--- src/srsw_pkg.sv ---
package srsw_pkg;

    // Fixed field widths
    localparam int CMD_W       = 2;
    localparam int SEQ_W       = 6;
    localparam int WIN_REG_W   = 5;
    localparam int PC_REG_W    = 7;
    localparam int CFG_INDEX_W = 2;
    localparam int CFG_DATA_W  = 7;

    // Register reset values
    localparam logic [WIN_REG_W-1:0] WIN_LEN_RESET      = 5'd4;
    localparam logic [PC_REG_W-1:0]  PACKET_COUNT_RESET = 7'd10;

    // Configuration register indexes
    localparam logic [CFG_INDEX_W-1:0] REG_WIN_LEN      = 2'd0;
    localparam logic [CFG_INDEX_W-1:0] REG_PACKET_COUNT = 2'd1;

    // Command codes
    localparam logic [CMD_W-1:0] CMD_START   = 2'd0;
    localparam logic [CMD_W-1:0] CMD_ACK     = 2'd1;
    localparam logic [CMD_W-1:0] CMD_TIMEOUT = 2'd2;

    typedef struct packed {
        logic [CMD_W-1:0] command;
        logic [SEQ_W-1:0] ack_seq;
    } request_t;

    typedef struct packed {
        logic             send_valid;
        logic [SEQ_W-1:0] send_seq;
        logic             is_resend;
        logic             ack_rejected;
        logic             all_done;
        logic             last;
    } result_t;

    // Work handed from the front end to the back end
    typedef enum logic [1:0] {
        OP_FILL,
        OP_RESEND,
        OP_STATUS
    } op_kind_t;

    typedef struct packed {
        op_kind_t kind;
        logic     rejected;
        logic     done;
    } op_t;

endpackage

--- src/srsw_front.sv ---
module srsw_front #(
    parameter int MAX_PACKETS = 64,
    parameter int MAX_WINDOW  = 16
) (
    input  logic                                clk,
    input  logic                                rst_n,
    input  logic                                start,
    input  logic                                busy,
    input  srsw_pkg::request_t                  request,
    input  logic                                cfg_valid,
    input  logic                                cfg_ready,
    input  logic [srsw_pkg::CFG_INDEX_W-1:0]    cfg_index,
    input  logic [srsw_pkg::CFG_DATA_W-1:0]     cfg_data,
    output logic                                push,
    output srsw_pkg::op_t                       push_op,
    output logic [$clog2(MAX_PACKETS+1)-1:0]    acked_high_plus_one,
    output logic [$clog2(MAX_PACKETS+1)-1:0]    eff_count,
    output logic [$clog2(MAX_WINDOW+1)-1:0]     eff_window,
    output logic [MAX_PACKETS-1:0]              acked_map
);

    localparam int CNT_W  = $clog2(MAX_PACKETS + 1);
    localparam int IDX_W  = $clog2(MAX_PACKETS);
    localparam int WIN_W  = $clog2(MAX_WINDOW + 1);
    localparam int CMP_W  = (CNT_W > srsw_pkg::PC_REG_W ? CNT_W : srsw_pkg::PC_REG_W) + 1;
    localparam int WCMP_W = (WIN_W > srsw_pkg::WIN_REG_W ? WIN_W : srsw_pkg::WIN_REG_W) + 1;

    logic [srsw_pkg::WIN_REG_W-1:0] win_len_reg;
    logic [srsw_pkg::PC_REG_W-1:0]  packet_count_reg;
    logic [CNT_W-1:0]               ahp1_reg, ahp1_next;
    logic [MAX_PACKETS-1:0]         map_reg, map_next;

    logic             ack_ok;
    logic             done_now;
    logic             done_after;
    logic [CNT_W-1:0] ahp1_after;
    logic [IDX_W-1:0] ack_idx;

    // Saturate the registers to what the storage can hold
    assign eff_count = (CMP_W'(packet_count_reg) < CMP_W'(MAX_PACKETS))
                     ? CNT_W'(packet_count_reg) : CNT_W'(MAX_PACKETS);
    assign eff_window = (WCMP_W'(win_len_reg) < WCMP_W'(MAX_WINDOW))
                      ? WIN_W'(win_len_reg) : WIN_W'(MAX_WINDOW);

    assign ack_ok = (CMP_W'(request.ack_seq) >= CMP_W'(ahp1_reg))
                 && (CMP_W'(request.ack_seq) < CMP_W'(eff_count));
    assign ack_idx    = IDX_W'(request.ack_seq);
    assign ahp1_after = ack_ok ? (CNT_W'(request.ack_seq) + CNT_W'(1)) : ahp1_reg;
    assign done_now   = ahp1_reg >= eff_count;
    assign done_after = ahp1_after >= eff_count;

    assign push = start && !busy;

    always_comb
    begin
        ahp1_next        = ahp1_reg;
        map_next         = map_reg;
        push_op.kind     = srsw_pkg::OP_STATUS;
        push_op.rejected = 1'b0;
        push_op.done     = done_now;
        unique case (request.command)
            srsw_pkg::CMD_START:
            begin
                push_op.kind = done_now ? srsw_pkg::OP_STATUS : srsw_pkg::OP_FILL;
            end
            srsw_pkg::CMD_ACK:
            begin
                if (ack_ok)
                begin
                    ahp1_next        = ahp1_after;
                    map_next[ack_idx] = 1'b1;
                end
                push_op.rejected = !ack_ok;
                push_op.done     = done_after;
                push_op.kind     = done_after ? srsw_pkg::OP_STATUS : srsw_pkg::OP_FILL;
            end
            srsw_pkg::CMD_TIMEOUT:
            begin
                push_op.kind = done_now ? srsw_pkg::OP_STATUS : srsw_pkg::OP_RESEND;
            end
            default:
            begin
                push_op.kind = srsw_pkg::OP_STATUS;
            end
        endcase
    end

    always_ff @(posedge clk or negedge rst_n)
    begin
        if (!rst_n)
        begin
            win_len_reg      <= srsw_pkg::WIN_LEN_RESET;
            packet_count_reg <= srsw_pkg::PACKET_COUNT_RESET;
            ahp1_reg         <= '0;
            map_reg          <= '0;
        end
        else
        begin
            if (cfg_valid && cfg_ready)
            begin
                if (cfg_index == srsw_pkg::REG_WIN_LEN)
                    win_len_reg <= cfg_data[srsw_pkg::WIN_REG_W-1:0];
                else if (cfg_index == srsw_pkg::REG_PACKET_COUNT)
                    packet_count_reg <= cfg_data[srsw_pkg::PC_REG_W-1:0];
            end
            if (push)
            begin
                ahp1_reg <= ahp1_next;
                map_reg  <= map_next;
            end
        end
    end

    assign acked_high_plus_one = ahp1_reg;
    assign acked_map           = map_reg;

    // An accepted acknowledgement always moves the window edge forward
    a_ack_advances: assert property (@(posedge clk) disable iff (!rst_n)
        (push && request.command == srsw_pkg::CMD_ACK && ack_ok)
            |=> (ahp1_reg > $past(ahp1_reg)))
        else $error("accepted acknowledgement did not advance the window edge");

endmodule

--- src/srsw_queue.sv ---
module srsw_queue #(
    parameter int DEPTH = 2
) (
    input  logic          clk,
    input  logic          rst_n,
    input  logic          push,
    input  srsw_pkg::op_t push_op,
    input  logic          pop,
    output logic          empty,
    output srsw_pkg::op_t head_op
);

    localparam int PTR_W = $clog2(DEPTH);
    localparam int CNT_W = $clog2(DEPTH + 1);

    srsw_pkg::op_t    slot_reg [DEPTH];
    logic [PTR_W-1:0] wr_ptr_reg, rd_ptr_reg;
    logic [CNT_W-1:0] count_reg;
    logic             full;

    assign empty   = count_reg == '0;
    assign full    = count_reg == CNT_W'(DEPTH);
    assign head_op = slot_reg[rd_ptr_reg];

    always_ff @(posedge clk or negedge rst_n)
    begin
        if (!rst_n)
        begin
            wr_ptr_reg <= '0;
            rd_ptr_reg <= '0;
            count_reg  <= '0;
        end
        else
        begin
            if (push)
                wr_ptr_reg <= (wr_ptr_reg == PTR_W'(DEPTH - 1)) ? '0 : wr_ptr_reg + PTR_W'(1);
            if (pop)
                rd_ptr_reg <= (rd_ptr_reg == PTR_W'(DEPTH - 1)) ? '0 : rd_ptr_reg + PTR_W'(1);
            if (push && !pop)
                count_reg <= count_reg + CNT_W'(1);
            else if (pop && !push)
                count_reg <= count_reg - CNT_W'(1);
        end
    end

    always_ff @(posedge clk)
    begin
        if (push)
            slot_reg[wr_ptr_reg] <= push_op;
    end

    a_no_overflow: assert property (@(posedge clk) disable iff (!rst_n)
        push |-> (!full || pop))
        else $error("operation queue overflow");

endmodule

--- src/srsw_back.sv ---
module srsw_back #(
    parameter int MAX_PACKETS = 64,
    parameter int MAX_WINDOW  = 16
) (
    input  logic                             clk,
    input  logic                             rst_n,
    input  logic                             queue_empty,
    input  srsw_pkg::op_t                    queue_op,
    input  logic [$clog2(MAX_PACKETS+1)-1:0] acked_high_plus_one,
    input  logic [$clog2(MAX_PACKETS+1)-1:0] eff_count,
    input  logic [$clog2(MAX_WINDOW+1)-1:0]  eff_window,
    input  logic [MAX_PACKETS-1:0]           acked_map,
    output logic                             pop,
    output logic                             active,
    output logic                             result_valid,
    output srsw_pkg::result_t                result
);

    localparam int CNT_W = $clog2(MAX_PACKETS + 1);
    localparam int IDX_W = $clog2(MAX_PACKETS);
    localparam int WIN_W = $clog2(MAX_WINDOW + 1);
    localparam int LIM_W = (CNT_W > WIN_W ? CNT_W : WIN_W) + 1;

    typedef enum logic {
        S_IDLE,
        S_SCAN
    } state_t;

    state_t                     state_reg, state_next;
    srsw_pkg::op_t              op_reg, op_next;
    logic [CNT_W-1:0]           nts_reg, nts_next;
    logic [CNT_W-1:0]           ptr_reg, ptr_next;
    logic                       pend_valid_reg, pend_valid_next;
    logic [srsw_pkg::SEQ_W-1:0] pend_seq_reg, pend_seq_next;
    logic                       res_valid_reg, res_valid_next;
    srsw_pkg::result_t          res_reg, res_next;

    logic [CNT_W-1:0] cur_seq;
    logic [LIM_W-1:0] limit;
    logic             in_range;
    logic             hit;

    assign limit   = LIM_W'(acked_high_plus_one) + LIM_W'(eff_window);
    assign cur_seq = (op_reg.kind == srsw_pkg::OP_RESEND) ? ptr_reg : nts_reg;
    assign hit     = in_range && !acked_map[cur_seq[IDX_W-1:0]];

    always_comb
    begin
        case (op_reg.kind)
            srsw_pkg::OP_FILL:
                in_range = (nts_reg < eff_count) && (LIM_W'(nts_reg) < limit);
            srsw_pkg::OP_RESEND:
                in_range = (ptr_reg < nts_reg) && (ptr_reg < eff_count);
            default:
                in_range = 1'b0;
        endcase
    end

    always_comb
    begin
        state_next      = state_reg;
        op_next         = op_reg;
        nts_next        = nts_reg;
        ptr_next        = ptr_reg;
        pend_valid_next = pend_valid_reg;
        pend_seq_next   = pend_seq_reg;
        res_valid_next  = 1'b0;
        res_next        = res_reg;
        pop             = 1'b0;
        unique case (state_reg)
            S_IDLE:
            begin
                if (!queue_empty)
                begin
                    pop             = 1'b1;
                    op_next         = queue_op;
                    ptr_next        = '0;
                    pend_valid_next = 1'b0;
                    state_next      = S_SCAN;
                end
            end
            S_SCAN:
            begin
                if (in_range)
                begin
                    // Advance one sequence; release the held send once another follows
                    if (op_reg.kind == srsw_pkg::OP_RESEND)
                        ptr_next = ptr_reg + CNT_W'(1);
                    else
                        nts_next = nts_reg + CNT_W'(1);
                    if (hit)
                    begin
                        if (pend_valid_reg)
                        begin
                            res_valid_next        = 1'b1;
                            res_next.send_valid   = 1'b1;
                            res_next.send_seq     = pend_seq_reg;
                            res_next.is_resend    = op_reg.kind == srsw_pkg::OP_RESEND;
                            res_next.ack_rejected = op_reg.rejected;
                            res_next.all_done     = op_reg.done;
                            res_next.last         = 1'b0;
                        end
                        pend_valid_next = 1'b1;
                        pend_seq_next   = srsw_pkg::SEQ_W'(cur_seq);
                    end
                end
                else
                begin
                    // Close the item: held send, or a bare status result
                    res_valid_next        = 1'b1;
                    res_next.send_valid   = pend_valid_reg;
                    res_next.send_seq     = pend_valid_reg ? pend_seq_reg : '0;
                    res_next.is_resend    = pend_valid_reg
                                         && (op_reg.kind == srsw_pkg::OP_RESEND);
                    res_next.ack_rejected = op_reg.rejected;
                    res_next.all_done     = op_reg.done;
                    res_next.last         = 1'b1;
                    pend_valid_next       = 1'b0;
                    state_next            = S_IDLE;
                end
            end
            default:
            begin
                state_next = S_IDLE;
            end
        endcase
    end

    always_ff @(posedge clk or negedge rst_n)
    begin
        if (!rst_n)
        begin
            state_reg      <= S_IDLE;
            op_reg         <= '{kind: srsw_pkg::OP_STATUS, rejected: 1'b0, done: 1'b0};
            nts_reg        <= '0;
            ptr_reg        <= '0;
            pend_valid_reg <= 1'b0;
            pend_seq_reg   <= '0;
            res_valid_reg  <= 1'b0;
            res_reg        <= '0;
        end
        else
        begin
            state_reg      <= state_next;
            op_reg         <= op_next;
            nts_reg        <= nts_next;
            ptr_reg        <= ptr_next;
            pend_valid_reg <= pend_valid_next;
            pend_seq_reg   <= pend_seq_next;
            res_valid_reg  <= res_valid_next;
            res_reg        <= res_next;
        end
    end

    assign active       = state_reg != S_IDLE;
    assign result_valid = res_valid_reg;
    assign result       = res_reg;

    a_pend_in_scan: assert property (@(posedge clk) disable iff (!rst_n)
        pend_valid_reg |-> (state_reg == S_SCAN))
        else $error("held send outside a scan");

    a_status_one_step: assert property (@(posedge clk) disable iff (!rst_n)
        (state_reg == S_SCAN && op_reg.kind == srsw_pkg::OP_STATUS)
            |=> (state_reg == S_IDLE && res_valid_reg && res_reg.last))
        else $error("status item did not close in one step");

endmodule

--- src/selective_repeat_sender_window.sv ---
// Sender window of a selective-repeat retransmission scheme. Pulse start with a command
// (start, acknowledgement received, timeout) while busy is low; the block answers with one
// or more results, each shown for exactly one cycle under result_valid, the final one
// carrying last. The receiver cannot stall: sample every strobe. An item that sends
// nothing still yields one status result with send_valid low. The back-end scan makes a
// single acknowledged-bitmap lookup per cycle, one sequence at a time; it covers, for
// start and acknowledgement, every sequence from next-to-send up to the lower
// of the packet count and the window edge (one past the highest accepted acknowledgement
// plus the window length), which can exceed the window length when an acknowledgement
// jumps ahead of what has been sent; for timeout every sequence already sent (at most the
// packet count). busy falls in the cycle that carries the last result, so the next
// start may coincide with it.
// Configuration writes are always taken (cfg_ready is high) and belong in idle periods.
module selective_repeat_sender_window #(
    parameter int MAX_PACKETS = 64,
    parameter int MAX_WINDOW  = 16
) (
    input  logic                             clk,
    input  logic                             rst_n,
    input  logic                             start,
    output logic                             busy,
    input  srsw_pkg::request_t               request,
    output logic                             result_valid,
    output srsw_pkg::result_t                result,
    input  logic                             cfg_valid,
    output logic                             cfg_ready,
    input  logic [srsw_pkg::CFG_INDEX_W-1:0] cfg_index,
    input  logic [srsw_pkg::CFG_DATA_W-1:0]  cfg_data
);

    localparam int CNT_W = $clog2(MAX_PACKETS + 1);
    localparam int WIN_W = $clog2(MAX_WINDOW + 1);

    logic                   push;
    srsw_pkg::op_t          push_op;
    logic                   pop;
    logic                   queue_empty;
    srsw_pkg::op_t          queue_op;
    logic                   back_active;
    logic [CNT_W-1:0]       acked_high_plus_one;
    logic [CNT_W-1:0]       eff_count;
    logic [WIN_W-1:0]       eff_window;
    logic [MAX_PACKETS-1:0] acked_map;

    // Hold off new commands while anything is queued or being scanned
    assign busy      = !queue_empty || back_active;
    assign cfg_ready = 1'b1;

    // Front end: take the command transfer, apply the acknowledgement, classify the work
    srsw_front #(
        .MAX_PACKETS (MAX_PACKETS),
        .MAX_WINDOW  (MAX_WINDOW)
    ) u_front (
        .clk                 (clk),
        .rst_n               (rst_n),
        .start               (start),
        .busy                (busy),
        .request             (request),
        .cfg_valid           (cfg_valid),
        .cfg_ready           (cfg_ready),
        .cfg_index           (cfg_index),
        .cfg_data            (cfg_data),
        .push                (push),
        .push_op             (push_op),
        .acked_high_plus_one (acked_high_plus_one),
        .eff_count           (eff_count),
        .eff_window          (eff_window),
        .acked_map           (acked_map)
    );

    // Short queue between classification and scanning
    srsw_queue #(
        .DEPTH (2)
    ) u_queue (
        .clk     (clk),
        .rst_n   (rst_n),
        .push    (push),
        .push_op (push_op),
        .pop     (pop),
        .empty   (queue_empty),
        .head_op (queue_op)
    );

    // Back end: walk the bitmap one sequence a cycle and drive the result register
    srsw_back #(
        .MAX_PACKETS (MAX_PACKETS),
        .MAX_WINDOW  (MAX_WINDOW)
    ) u_back (
        .clk                 (clk),
        .rst_n               (rst_n),
        .queue_empty         (queue_empty),
        .queue_op            (queue_op),
        .acked_high_plus_one (acked_high_plus_one),
        .eff_count           (eff_count),
        .eff_window          (eff_window),
        .acked_map           (acked_map),
        .pop                 (pop),
        .active              (back_active),
        .result_valid        (result_valid),
        .result              (result)
    );

    // A taken command keeps the block busy until its last result
    a_busy_after_start: assert property (@(posedge clk) disable iff (!rst_n)
        (start && !busy) |=> busy)
        else $error("block not busy after a command transfer");

    a_busy_mid_item: assert property (@(posedge clk) disable iff (!rst_n)
        (result_valid && !result.last) |-> busy)
        else $error("busy dropped before the last result");

endmodule

--- config.mk ---
export PLATFORM = sky130hd
export DESIGN_NAME = selective_repeat_sender_window
export DESIGN_NICKNAME = d
export VERILOG_FILES = /design/src/srsw_pkg.sv /design/src/srsw_front.sv /design/src/srsw_queue.sv /design/src/srsw_back.sv /design/src/selective_repeat_sender_window.sv
export SDC_FILE = /design/constraint.sdc
export NUM_CORES = 1
export LEC_CHECK = 0
export BUFFER_PORTS_ARGS = -buffer_cell sky130_fd_sc_hd__clkbuf_2
export CAP_MARGIN = 5
export CORE_MARGIN = 2
export CORE_UTILIZATION = 65
export CTS_CLUSTER_DIAMETER = 60
export DETAILED_ROUTE_END_ITERATION = 10
export PLACE_DENSITY = 0.84
export RECOVER_POWER = 50
export SETUP_SLACK_MARGIN = 0.2
export SLEW_MARGIN = 20
export SYNTH_ARGS = -nofsm -noshare
export SYNTH_HDL_FRONTEND = slang
export SYNTH_SLANG_ARGS = --single-unit
--- constraint.sdc ---
create_clock -name clk -period 7.1 [get_ports clk]
set_input_delay 0.71 -clock clk [delete_from_list [all_inputs] [get_ports clk]]
set_output_delay 0.71 -clock clk [all_outputs]
set_load 0.005 [all_outputs]
==> results.md <==
- Outcome: finished with violations
- Failing checks: DRC, capacitance limit, slew limit
- Seq cells post-synth: 133
- Worst Hold Class: register to register
- NetSw: 1.30 mW
- Kind of critical path: register to register
- Worst slew pin tran: 3.25 ns
- Maxcap violations: 2
- Area grow syn2layout: 10.8%
- Critical Path Start Type: register
- Sum Neg Setup Slack: 0 ns
- Peak VDD IR: 0.230 mV
- Post-synth ARST share: 94.0%
- Worst-path fanout max: 11
- Overall power consumption: 3.34 mW
- GP Congestion: 0.906
- Hold_buf cts: 0
- Critical Path AT: 5.29 ns
- Final WS setup: 1.96 ns
- Leading cell types in the layout, fill and taps excluded: 121 x dfrtp_1, 58 x o21bai_1, 58 x ha_1
- Met1 Use GR: 42.6%
- GRT Residual Overflow: 0
- CP Data Required Time: 7.26 ns
- Initial antenna violation count: 0
- Max-slew violation count: 128
- Port Buffers: 33
- Final Setup Violations: 0
- Die width: 113 um
- Clk sinks: 133
- Htree depth: 4
- PwrDens: 392 mW/mm^2
- Number of global-route vias before repair: 6,082
- Ys Warns: 0
- Most common cell after layout, fill and taps aside: dfrtp_1
- Sequential power share: 32.2%
- Cell Chain, Critical Path: inv_1, nand2_1, ha_1, a21o_1, a21o_1, a21o_1, a211o_1, o211ai_1, and3b_1, mux2i_1, ha_1, nand2b_1, a21o_1, a21o_1, a21o_1, a21o_1, a21o_1, a211oi_1, a21oi_1
- Avg WL per Cell: 20.7 um
- Clock power frac: 27.5%
- Slew headroom: -117%
- Gate power share: 40.3%
- Total CTS buffers: 17
- Vias: 5,944
- Setup crit end kind: register
- RSZ-0062 raised after global routing: false
- Cell mode on critical path: a21o_1
- Total GRT Usage: 31.7%
- Core area: 0.0115 sq mm
- Core Util, Final: 74.1%
- Dominant synthesized flop cell: dfrtp_1
- Sequential share of the synthesized area: 43.8%
- Syn avg cell area: 10.6 sq um
- Met3 usage: 8.57%
- Pre-CTS setup slack: 2.06 ns
- WL final: 18,800 um
- Max reg flops: 64
- Rows: 39
- Final Hold Violating Endpoints: 0
- Diodes inserted: 0
- Area of the die: 0.0127 sq mm
- Drt via density: 6.55
- Number of synthesized flops with an enable pin: 8
- DRC Markers: 2
- Root buffer cell: clkbuf_16
- First-pass GRT wire length: 31,400 um
- Mapped Nets: 807
- Post-synthesis cell area: 0.00770 sq mm
- Crit path max-delay cell type: and3b_1
- Synth cell types: 63
- Reg clk slew, reported paths: 0.06 ns
- Number of I/O pins: 35
- CTS tree: done
- Hpwl dp: 12,800 um
- Gr busiest metal: met2
- Highest clock rate: 195 MHz
- CTS Buffer Depth: 2
- Largest net degree at the start of global routing: 65
- DRT Pass-1 Iters: 9
- Initial DRC Count: 518
- Static Leak: 3.98 nW
- Pint: 2.05 mW
- Starting density of the core: 66.9%
- Fin crit period: 5.14 ns
- Met2 usage: 49.3%
- Share of cells above drive strength 1: 14.1%
- Net Sw Frac: 38.8%
- Post-layout net count: 831
- Post-CTS Setup Inserts: 0
- Final worst-path cycle share: 72.4%
- Fill cells: 806
- WHS: 0.464 ns
- Chip height: 113 um
- Clock latency on the worst-skew pair: 0.43 ns
- Post-Synthesis Cells: 727
- Post-CTS Resized: 0
- Clk_skew: 0.0115 ns
- Post-route ant nets: 0
- Crit-path max cell delay: 0.48 ns
worst paths after layout:
| kind | from | end | slack [ns] | depth (start not counted) |
|---|---|---|---|---|
| min reg2reg | u_front.acked_map[26] | u_front.acked_map[26] | 0.46 | 2 |
| min | u_front.acked_map[26] | u_front.acked_map[26] | 0.46 | 2 |
| max in group asynchronous | rst_n | u_front.acked_high_plus_one[6] | 2.88 | 2 |
| max reg2reg | u_front.packet_count_reg[6] | u_queue.slot_reg[1][0] | 1.96 | 19 |
| min in group asynchronous | rst_n | u_front.acked_map[24] | 1.36 | 1 |
| max | u_front.packet_count_reg[6] | u_queue.slot_reg[1][0] | 1.96 | 19 |
kinds of logic (layout without fill, tap and decap cells):
group | count (synthesis) | count (layout) | share of synthesized area (%)
compound gates | 205 | 205 | 19.1
simple gates | 165 | 165 | 11.5
flops | 133 | 133 | 43.8
buf+inv | 74 | 111 | 3.99
mux | 70 | 70 | 9.58
fa+ha+maj | 59 | 59 | 9.68
xor+xnor | 20 | 20 | 2.27
other cells | 1 | 1 | 0.0487
routing by layer:
metal / wire [um] / vias up / part of all wire [%]
met4: 423 / 0 / 2.3
li1: - / 2731 / -
met2: 8960 / 254 / 48
met1: 7970 / 2911 / 42
met5: 0 / - / 0
met3: 1440 / 48 / 7.6
final cells by class:
| type | count | area [sq um] | area share [%] |
|---|---|---|---|
| clock inverters | 14 | 181 | 2.13 |
| inverters | 41 | 154 | 1.80 |
| well taps | 143 | 179 | 2.10 |
| flip-flops and latches | 133 | 3370 | 39.5 |
| repair buffers | 38 | 191 | 2.24 |
| multi-input cells | 520 | 4030 | 47.2 |
| clock buffers | 18 | 429 | 5.03 |
synth_stat cells, drive strengths merged, types with 2 or more instances:
cell | n | area share (%)
and3 | 8 | 0.65
nor2 | 37 | 1.8
nand2 | 34 | 1.7
nand4 | 13 | 1.1
o32ai | 4 | 0.45
a31o | 5 | 0.57
nor3 | 14 | 0.91
mux2 | 30 | 4.4
o21ai | 35 | 2.3
a2bb2oi | 3 | 0.34
o211ai | 7 | 0.68
nor3b | 9 | 0.88
and4bb | 2 | 0.32
xor2 | 7 | 0.80
nor2b | 6 | 0.49
a221oi | 5 | 0.57
a22oi | 2 | 0.19
and3b | 4 | 0.45
o21bai | 58 | 5.7
nor4 | 5 | 0.49
clkbuf | 19 | 0.93
dfrtp | 121 | 39
a31oi | 12 | 0.97
a41oi | 4 | 0.45
buf | 14 | 1.1
a211oi | 24 | 2.4
a21boi | 2 | 0.34
a21oi | 11 | 0.76
dfstp | 4 | 1.4
a2111oi | 3 | 0.34
nand3b | 4 | 0.39
inv | 41 | 2.0
a21o | 25 | 2.5
nand3 | 10 | 0.71
xnor2 | 13 | 1.5
ha | 58 | 9.4
nand2b | 12 | 0.97
mux2i | 40 | 5.2
edfxtp | 8 | 3.1
metrics by stage:
stage          instance area (sq um)  cells
6_report                        8530    907
5_1_grt                         8530    907
4_1_cts                         8540    906
3_5_place_dp                    7930    874
3_3_place_gp                    7930    874
2_1_floorplan                   7700    727
worst max-delay path, delay by kind of cell (launching register included):
family	cells	cell delay (ns)
compound gates	12	2.45
fa+ha+maj	2	0.58
buf+inv	1	0.28
flops	1	0.42
mux	1	0.25
simple gates	3	0.87
power groups by stage:
stage	Clock [mW]	Combinational (mW)	Sequential, mW
2_1_floorplan	0	1.07	0.985
3_3_place_gp	0	1.27	1.07
3_5_place_dp	0	1.32	1.08
4_1_cts	0.927	1.33	1.07
5_1_grt	0.957	1.48	1.09
6_report	0.920	1.35	1.08
Note: power is estimated with default switching activity, not from simulation.
